`config.mk`:
```
export PLATFORM = sky130hd
export DESIGN_NAME = address_region_registry_lookup_unit
export DESIGN_NICKNAME = d
export VERILOG_FILES = /design/src/design/arrl_pkg.sv /design/src/design/arrl_front.sv /design/src/design/arrl_back.sv /design/src/design/address_region_registry_lookup_unit.sv
export SDC_FILE = /design/constraint.sdc
export NUM_CORES = 2
export LEC_CHECK = 0
export ABC_AREA = 1
export BUFFER_PORTS_ARGS = -buffer_cell sky130_fd_sc_hd__buf_2
export CORE_ASPECT_RATIO = 0.5
export CORE_MARGIN = 10
export CORE_UTILIZATION = 25
export DETAILED_ROUTE_END_ITERATION = 6
export PLACE_DENSITY_LB_ADDON = 0.08
export SLEW_MARGIN = 40
export SYNTH_ARGS = -nofsm -noshare
export SYNTH_HDL_FRONTEND = slang
export SYNTH_SLANG_ARGS = --single-unit
```
`constraint.sdc`:
```
create_clock -name clk -period 17.7 [get_ports clk]
set_input_delay 1.77 -clock clk [delete_from_list [all_inputs] [get_ports clk]]
set_output_delay 1.77 -clock clk [all_outputs]
set_load 0.02 [all_outputs]
```
`src/design/arrl_pkg.sv`:
```
// Package for the address region registry lookup unit.
// Holds shared action codes, status codes, sizing constants and the queue item type.
package arrl_pkg;

    localparam int DefaultEntries = 16;
    localparam int QueueDepth     = 2;

    typedef enum logic [1:0] {
        ACT_REGISTER   = 2'd0,
        ACT_UNREGISTER = 2'd1,
        ACT_LOOKUP     = 2'd2,
        ACT_READ_TOTAL = 2'd3
    } action_t;

    typedef enum logic [1:0] {
        ST_OK        = 2'd0,
        ST_NOT_FOUND = 2'd1,
        ST_FULL      = 2'd2
    } status_t;

    typedef struct packed {
        action_t     action;
        logic [63:0] key;
        logic [63:0] base;
        logic [63:0] size;
    } cmd_t;

endpackage

```
`src/design/arrl_front.sv`:
```
// Front end: accepts input items and classifies them into queued commands.
// A lookup item carries addr in base and length in size. Depends on arrl_pkg.
module arrl_front (
    input  logic          clk,
    input  logic          rst_n,
    input  logic          in_valid,
    output logic          in_stall,
    input  logic [1:0]    action,
    input  logic [63:0]   node_id,
    input  logic [63:0]   region_start,
    input  logic [63:0]   region_size,
    input  logic [63:0]   addr,
    input  logic [63:0]   length,
    output logic          cmd_valid,
    input  logic          cmd_take,
    output arrl_pkg::cmd_t cmd
);
    import arrl_pkg::*;

    localparam int PtrW = $clog2(QueueDepth);

    cmd_t            q_mem [QueueDepth];
    logic [PtrW-1:0] wr_ptr_reg, wr_ptr_next;
    logic [PtrW-1:0] rd_ptr_reg, rd_ptr_next;
    logic [PtrW:0]   count_reg, count_next;
    cmd_t            in_cmd;
    logic            push, pop;

    always_comb
    begin
        in_cmd.action = action_t'(action);
        in_cmd.key    = node_id;
        if (action_t'(action) == ACT_LOOKUP)
        begin
            in_cmd.base = addr;
            in_cmd.size = length;
        end
        else
        begin
            in_cmd.base = region_start;
            in_cmd.size = region_size;
        end
    end

    assign in_stall  = (count_reg == (PtrW+1)'(QueueDepth));
    assign cmd_valid = (count_reg != '0);
    assign cmd       = q_mem[rd_ptr_reg];
    assign push      = in_valid && !in_stall;
    assign pop       = cmd_valid && cmd_take;

    always_comb
    begin
        wr_ptr_next = push ? wr_ptr_reg + 1'b1 : wr_ptr_reg;
        rd_ptr_next = pop ? rd_ptr_reg + 1'b1 : rd_ptr_reg;
        count_next  = count_reg + (PtrW+1)'(push) - (PtrW+1)'(pop);
    end

    always_ff @(posedge clk)
    begin
        if (push)
        begin
            q_mem[wr_ptr_reg] <= in_cmd;
        end
    end

    always_ff @(posedge clk or negedge rst_n)
    begin
        if (!rst_n)
        begin
            wr_ptr_reg <= '0;
            rd_ptr_reg <= '0;
            count_reg  <= '0;
        end
        else
        begin
            wr_ptr_reg <= wr_ptr_next;
            rd_ptr_reg <= rd_ptr_next;
            count_reg  <= count_next;
        end
    end

endmodule

```
`src/design/arrl_back.sv`:
```
// Back end: executes queued commands against the region table, one entry per cycle.
// Owns the table, the running total and the output register. Depends on arrl_pkg.
module arrl_back #(
    parameter int ENTRIES = arrl_pkg::DefaultEntries
) (
    input  logic           clk,
    input  logic           rst_n,
    input  logic           cmd_valid,
    output logic           cmd_take,
    input  arrl_pkg::cmd_t cmd,
    output logic           out_valid,
    input  logic           out_stall,
    output logic [1:0]     status,
    output logic [63:0]    match_node,
    output logic [63:0]    offset,
    output logic [63:0]    total_size
);
    import arrl_pkg::*;

    localparam int IdxW = (ENTRIES > 1) ? $clog2(ENTRIES) : 1;

    typedef enum logic [2:0] {
        S_IDLE,
        S_SCAN,
        S_WRITE,
        S_SUM,
        S_DONE
    } state_t;

    logic [63:0] key_mem  [ENTRIES];
    logic [63:0] base_mem [ENTRIES];
    logic [63:0] len_mem  [ENTRIES];
    logic [ENTRIES-1:0] valid_reg;

    state_t      state_reg;
    cmd_t        cmd_reg;
    logic [IdxW-1:0] idx_reg;
    logic        hit_reg;
    logic [IdxW-1:0] hit_idx_reg;
    logic        free_reg;
    logic [IdxW-1:0] free_idx_reg;
    logic        best_reg;
    logic [63:0] best_key_reg;
    logic [63:0] best_off_reg;
    logic [63:0] total_reg;
    logic [63:0] acc_reg;
    logic        out_valid_reg;
    logic [1:0]  status_reg;
    logic [63:0] node_out_reg;
    logic [63:0] off_out_reg;
    logic [63:0] tot_out_reg;

    logic [63:0] e_key, e_base, e_len, diff;
    logic [64:0] span_end, acc_sum;
    logic        e_valid, contained, last;

    assign e_key     = key_mem[idx_reg];
    assign e_base    = base_mem[idx_reg];
    assign e_len     = len_mem[idx_reg];
    assign e_valid   = valid_reg[idx_reg];
    assign diff      = cmd_reg.base - e_base;
    assign span_end  = {1'b0, diff} + {1'b0, cmd_reg.size};
    assign contained = (cmd_reg.base >= e_base) && (span_end <= {1'b0, e_len});
    assign acc_sum   = {1'b0, acc_reg} + {1'b0, e_len};
    assign last      = (idx_reg == IdxW'(ENTRIES - 1));

    assign cmd_take   = (state_reg == S_IDLE) && cmd_valid;
    assign out_valid  = out_valid_reg;
    assign status     = status_reg;
    assign match_node = node_out_reg;
    assign offset     = off_out_reg;
    assign total_size = tot_out_reg;

    always_ff @(posedge clk)
    begin
        if (state_reg == S_WRITE && (hit_reg || free_reg) && cmd_reg.action == ACT_REGISTER)
        begin
            key_mem[hit_reg ? hit_idx_reg : free_idx_reg]  <= cmd_reg.key;
            base_mem[hit_reg ? hit_idx_reg : free_idx_reg] <= cmd_reg.base;
            len_mem[hit_reg ? hit_idx_reg : free_idx_reg]  <= cmd_reg.size;
        end
    end

    always_ff @(posedge clk or negedge rst_n)
    begin
        if (!rst_n)
        begin
            state_reg     <= S_IDLE;
            valid_reg     <= '0;
            total_reg     <= '0;
            out_valid_reg <= 1'b0;
            cmd_reg       <= '0;
            idx_reg       <= '0;
            hit_reg       <= 1'b0;
            hit_idx_reg   <= '0;
            free_reg      <= 1'b0;
            free_idx_reg  <= '0;
            best_reg      <= 1'b0;
            best_key_reg  <= '0;
            best_off_reg  <= '0;
            acc_reg       <= '0;
            status_reg    <= ST_OK;
            node_out_reg  <= '0;
            off_out_reg   <= '0;
            tot_out_reg   <= '0;
        end
        else
        begin
            if (out_valid_reg && !out_stall && state_reg != S_DONE)
            begin
                out_valid_reg <= 1'b0;
            end
            unique case (state_reg)
                S_IDLE:
                begin
                    if (cmd_valid)
                    begin
                        cmd_reg   <= cmd;
                        idx_reg   <= '0;
                        hit_reg   <= 1'b0;
                        free_reg  <= 1'b0;
                        best_reg  <= 1'b0;
                        state_reg <= (cmd.action == ACT_READ_TOTAL) ? S_DONE : S_SCAN;
                    end
                end
                S_SCAN:
                begin
                    if (cmd_reg.action == ACT_LOOKUP)
                    begin
                        if (e_valid && contained && (!best_reg || e_key < best_key_reg))
                        begin
                            best_reg     <= 1'b1;
                            best_key_reg <= e_key;
                            best_off_reg <= diff;
                        end
                    end
                    else
                    begin
                        if (e_valid && e_key == cmd_reg.key && !hit_reg)
                        begin
                            hit_reg     <= 1'b1;
                            hit_idx_reg <= idx_reg;
                        end
                        if (!e_valid && !free_reg)
                        begin
                            free_reg     <= 1'b1;
                            free_idx_reg <= idx_reg;
                        end
                    end
                    if (last)
                    begin
                        idx_reg   <= '0;
                        state_reg <= (cmd_reg.action == ACT_LOOKUP) ? S_DONE : S_WRITE;
                    end
                    else
                    begin
                        idx_reg <= idx_reg + 1'b1;
                    end
                end
                S_WRITE:
                begin
                    if (cmd_reg.action == ACT_REGISTER)
                    begin
                        if (hit_reg)
                        begin
                            valid_reg[hit_idx_reg] <= 1'b1;
                        end
                        else if (free_reg)
                        begin
                            valid_reg[free_idx_reg] <= 1'b1;
                        end
                    end
                    else if (hit_reg)
                    begin
                        valid_reg[hit_idx_reg] <= 1'b0;
                    end
                    acc_reg   <= '0;
                    idx_reg   <= '0;
                    state_reg <= (cmd_reg.action == ACT_REGISTER && !hit_reg && !free_reg)
                                 ? S_DONE : S_SUM;
                end
                S_SUM:
                begin
                    if (e_valid)
                    begin
                        acc_reg <= acc_sum[64] ? '1 : acc_sum[63:0];
                    end
                    if (last)
                    begin
                        if (e_valid)
                        begin
                            total_reg <= acc_sum[64] ? '1 : acc_sum[63:0];
                        end
                        else
                        begin
                            total_reg <= acc_reg;
                        end
                        idx_reg   <= '0;
                        state_reg <= S_DONE;
                    end
                    else
                    begin
                        idx_reg <= idx_reg + 1'b1;
                    end
                end
                S_DONE:
                begin
                    if (!out_valid_reg || !out_stall)
                    begin
                        out_valid_reg <= 1'b1;
                        tot_out_reg   <= total_reg;
                        status_reg    <= ST_OK;
                        node_out_reg  <= '0;
                        off_out_reg   <= '0;
                        if (cmd_reg.action == ACT_LOOKUP)
                        begin
                            if (best_reg)
                            begin
                                node_out_reg <= best_key_reg;
                                off_out_reg  <= best_off_reg;
                            end
                            else
                            begin
                                status_reg <= ST_NOT_FOUND;
                            end
                        end
                        else if (cmd_reg.action == ACT_REGISTER && !hit_reg && !free_reg)
                        begin
                            status_reg <= ST_FULL;
                        end
                        state_reg <= S_IDLE;
                    end
                end
                default:
                begin
                    state_reg <= S_IDLE;
                end
            endcase
        end
    end

endmodule

```
`src/design/address_region_registry_lookup_unit.sv`:
```
// Flow: read total goes straight to the result. Lookup scans the table one entry per cycle.
// Register and unregister scan, write, then scan again to resum the total; a register into
// a full table skips the resum. The result then waits in the output register while stalled.
// Throughput: one item at a time in the back end; a two-item queue keeps input open while it has room.
// Reset: asynchronous active-low rst_n empties the table and the queue and zeroes the total.
// Depends on arrl_pkg, arrl_front and arrl_back.
module address_region_registry_lookup_unit #(
    parameter int ENTRIES = arrl_pkg::DefaultEntries
) (
    input  logic        clk,
    input  logic        rst_n,
    input  logic        in_valid,
    output logic        in_stall,
    input  logic [1:0]  action,
    input  logic [63:0] node_id,
    input  logic [63:0] region_start,
    input  logic [63:0] region_size,
    input  logic [63:0] addr,
    input  logic [63:0] length,
    output logic        out_valid,
    input  logic        out_stall,
    output logic [1:0]  status,
    output logic [63:0] match_node,
    output logic [63:0] offset,
    output logic [63:0] total_size
);
    import arrl_pkg::*;

    cmd_t cmd;
    logic cmd_valid, cmd_take;

    arrl_front u_front (
        .clk(clk), .rst_n(rst_n),
        .in_valid(in_valid), .in_stall(in_stall),
        .action(action), .node_id(node_id), .region_start(region_start),
        .region_size(region_size), .addr(addr), .length(length),
        .cmd_valid(cmd_valid), .cmd_take(cmd_take), .cmd(cmd)
    );

    arrl_back #(.ENTRIES(ENTRIES)) u_back (
        .clk(clk), .rst_n(rst_n),
        .cmd_valid(cmd_valid), .cmd_take(cmd_take), .cmd(cmd),
        .out_valid(out_valid), .out_stall(out_stall),
        .status(status), .match_node(match_node), .offset(offset),
        .total_size(total_size)
    );

endmodule

```
==> impl_metrics.py <==
metrics = {
    "run_status": {
        "status": "finished with violations",
        "violations": "DRC",
    },
    "synthesis": {
        "syn_area_um2": 176000,
        "synth_seq_cells": 4143,
        "ys_warn_count": 0,
        "synth_ff_type": "edfxtp_1",
        "yosysTopAreaCellShare_pct": 58.9,
        "async_reset_ff_share_pct": 16.5,
        "syn-num-nets": 15485,
        "ys_seq_area_share_pct": 68.6,
        "yosysTopAreaCell": "edfxtp_1",
        "synth_area_leaders": "edfxtp_1 59%, dfrtp_1 9.7%, nor2_1 5.3%, o21ai_0 5.3%, nand2_1 3.7%",
        "ys_types": 66,
        "syn_area_per_cell_um2": 11.9,
        "synth-edff-count": 3460,
        "netlist_instances": 14833,
    },
    "clocking": {
        "cts-root-buf": "clkbuf_16",
        "tritoncts": "yes",
        "cts_made_buffers": 434,
        "worstSkewPairLatency_ns": 1.11,
        "clockBufferDepth": 5,
        "postCtsSetupBuffers": 0,
        "cts.sinks": 4143,
        "htreeDepth": 5,
        "cts_hold_buffers": 0,
        "cts_resized": 0,
        "path_clk_slew_ns": 0.06,
    },
    "die": {
        "dieArea_um2": 741000,
        "num_rows": 217,
        "num_io_pins": 522,
        "start_util_pct": 25.2,
        "fp.dieW_mm": 1.21,
        "core_area_um2": 701000,
        "die_h_um": 614,
    },
    "sta": {
        "fin_skew_ns": 0.102,
        "hold_viol_final": 0,
        "slew_viol_final": 0,
        "max_clock_freq_ghz": 0.0797,
        "post-route-min-period_ns": 12.54,
        "min_period_over_period_pct": 70.9,
        "rsz0062_at_grt": "false",
        "max-slew-margin-rel_pct": 35.9,
        "setup_tns_ns": 0,
        "worst_pin_slew_ns": 0.954,
        "setup_viol": 0,
    },
    "cells_and_area": {
        "layout-drive-gt1-share_pct": 12.0,
        "post-route-util_pct": 29.2,
        "nFillCells": 71961,
        "reg_top3": "u_back.base_mem x1024, u_back.key_mem x1024, u_back.len_mem x1024",
        "areaGrowthSynthToFinish_pct": 16.2,
        "nets": 16041,
    },
    "worst_setup_path": {
        "setup.worst_path.end_class": "flip-flop",
        "cpMostUsedCell": "nand2_1",
        "crit_arrival_ns": 13.53,
        "max_stage_delay_ns": 0.77,
        "crit_slowest_cell": "dfrtp_4",
        "worstPathMaxFanout": 116,
        "cp.required_ns": 18.68,
        "path_class": "reg -> reg",
        "r2r_setup_slack_ns": 5.16,
        "reg2reg_to": "u_back.best_key_reg[27]",
        "worstRegToRegCells": 43,
        "timing.critical_path.from_type": "flip-flop",
        "r2r_start": "u_back.idx_reg[0]",
    },
    "job": {
        "maxCapViolCount": 0,
    },
    "grt": {
        "grt_pass1_wl_mm": 998,
        "grt_max_degree": 173,
        "grtUsageTotal_pct": 18.8,
        "overflow": 0,
        "grt_pass1_vias": 121707,
        "grt_antenna_before_repair": 38,
    },
    "worst_hold_path": {
        "holdPathEnd": "u_back.best_key_reg[3]",
        "min_path_cells": 2,
        "hp-start": "u_back.best_key_reg[3]",
        "hold_path_class": "reg -> reg",
    },
    "route": {
        "wl_mm": 718,
        "dr.pass1.iters": 7,
        "ant_nets": 0,
        "drc": 4,
        "wl_per_cell_um": 28.5,
        "drt_iter0_drc": 9987,
        "num_vias": 121544,
        "via_per_inst": 4.83,
    },
    "placement": {
        "routabilityCongestion": 0.860,
        "io_buffers": 521,
        "hpwl_mm": 456,
    },
}
[cell type report]
cell class	instances	area, um2	area share, %
inverter	641	2460	1.20
antenna	19	47.5	0.0232
timing repair buffer	971	6860	3.35
tap	9417	11800	5.75
multi-input combinational	9198	49400	24.1
clock inverter	197	1550	0.758
clock buffer	582	11700	5.70
sequential	4143	121000	59.1
[cells in the mapped netlist (66+ instances only)]
library cell,number
dfrtp_1,683
clkbuf_1,583
nor2_1,2477
a21oi_1,328
mux2_2,170
xor2_1,130
o21ai_1,72
edfxtp_1,3460
o221ai_1,276
o211ai_1,95
buf_6,66
nand3_1,361
o21ai_0,1857
o31ai_1,259
a31oi_1,153
ha_1,323
nand2_1,1733
o22ai_1,502
buf_2,149
a221oi_1,67
inv_1,631
[routing by layer]
metal	share of wire (%)	up-vias	global-route usage [%]
met2	48	2575	31.7
met3	3.5	701	2.13
li1	-	55062	-
met4	2.0	0	3.71
met1	47	63206	26.1
met5	0	-	0
[metrics by stage]
step	std cells	hold slack, ns	area (um2)	worst slack [ns]
3_3_place_gp	24344	0.453	191000	5.38
3_5_place_dp	24363	0.458	191000	5.56
2_1_floorplan	14833	0.442	176000	6.97
5_1_grt	25153	0.489	205000	4.72
6_report	25168	0.471	205000	5.16
4_1_cts	25142	0.473	205000	5.47
[how the worst max path moves through the flow]
| stage | start | to | slack (ns) | cells after the start |
|---|---|---|---|---|
| floorplan | in_valid | u_front.q_mem[1][0] | 6.97 | 2 |
| CTS | u_back.idx_reg[1] | u_back.best_key_reg[31] | 5.47 | 45 |
| global placement | u_back.idx_reg[1] | u_back.best_off_reg[7] | 5.38 | 48 |
| finish | u_back.idx_reg[0] | u_back.best_key_reg[27] | 5.16 | 43 |
| global route | u_back.idx_reg[1] | u_back.best_key_reg[27] | 4.72 | 47 |
| detailed placement | u_back.idx_reg[1] | u_back.best_key_reg[27] | 5.56 | 47 |
[kinds of logic (layout without fill, tap and decap cells)]
group                      Yosys count  after routing  share of synthesized area [%]
and+or+nand+nor                   4714           4714                           10.5
DFF                               4143           4143                           68.6
AOI/OAI and AO/OA                 3795           3795                           12.8
buffers and inverters             1492           2391                           3.63
adders and majority gates          326            326                           2.33
xor gates and xnor gates           193            193                          0.959
muxes                              170            170                           1.09
other                                0             19                              0
[critical path, delay by kind of cell, from the launching register on]
kind,cells,cell delay (ns)
AO/OA/AOI/OAI,13,4.39
buffers and inverters,8,3.03
AND/OR/NAND/NOR,18,2.11
adder cells (fa/ha/maj),3,1.09
flip-flops,1,0.77
XOR/XNOR,1,0.69
[cell usage in the layout (no fill, tap or decap), types with 73 or more instances in the layout]
cell type and n:
o22ai_1 502, ha_1 323, o31ai_1 259, nand3_1 361, o21ai_1 73, mux2_2 170
buf_4 353, o221ai_1 276, a31oi_1 128, xor2_1 124, clkinv_1 73, nor2_1 2455
inv_1 628, o211ai_1 95, clkbuf_1 124, clkbuf_16 435, dfrtp_1 648, edfxtp_1 3460
o21ai_0 1856, clkinv_2 74, a21oi_1 328, buf_2 521, nand2_1 1727
Power is not shown: default switching activity piles up to over one toggle a cycle in this logic, so the estimate is an artifact.
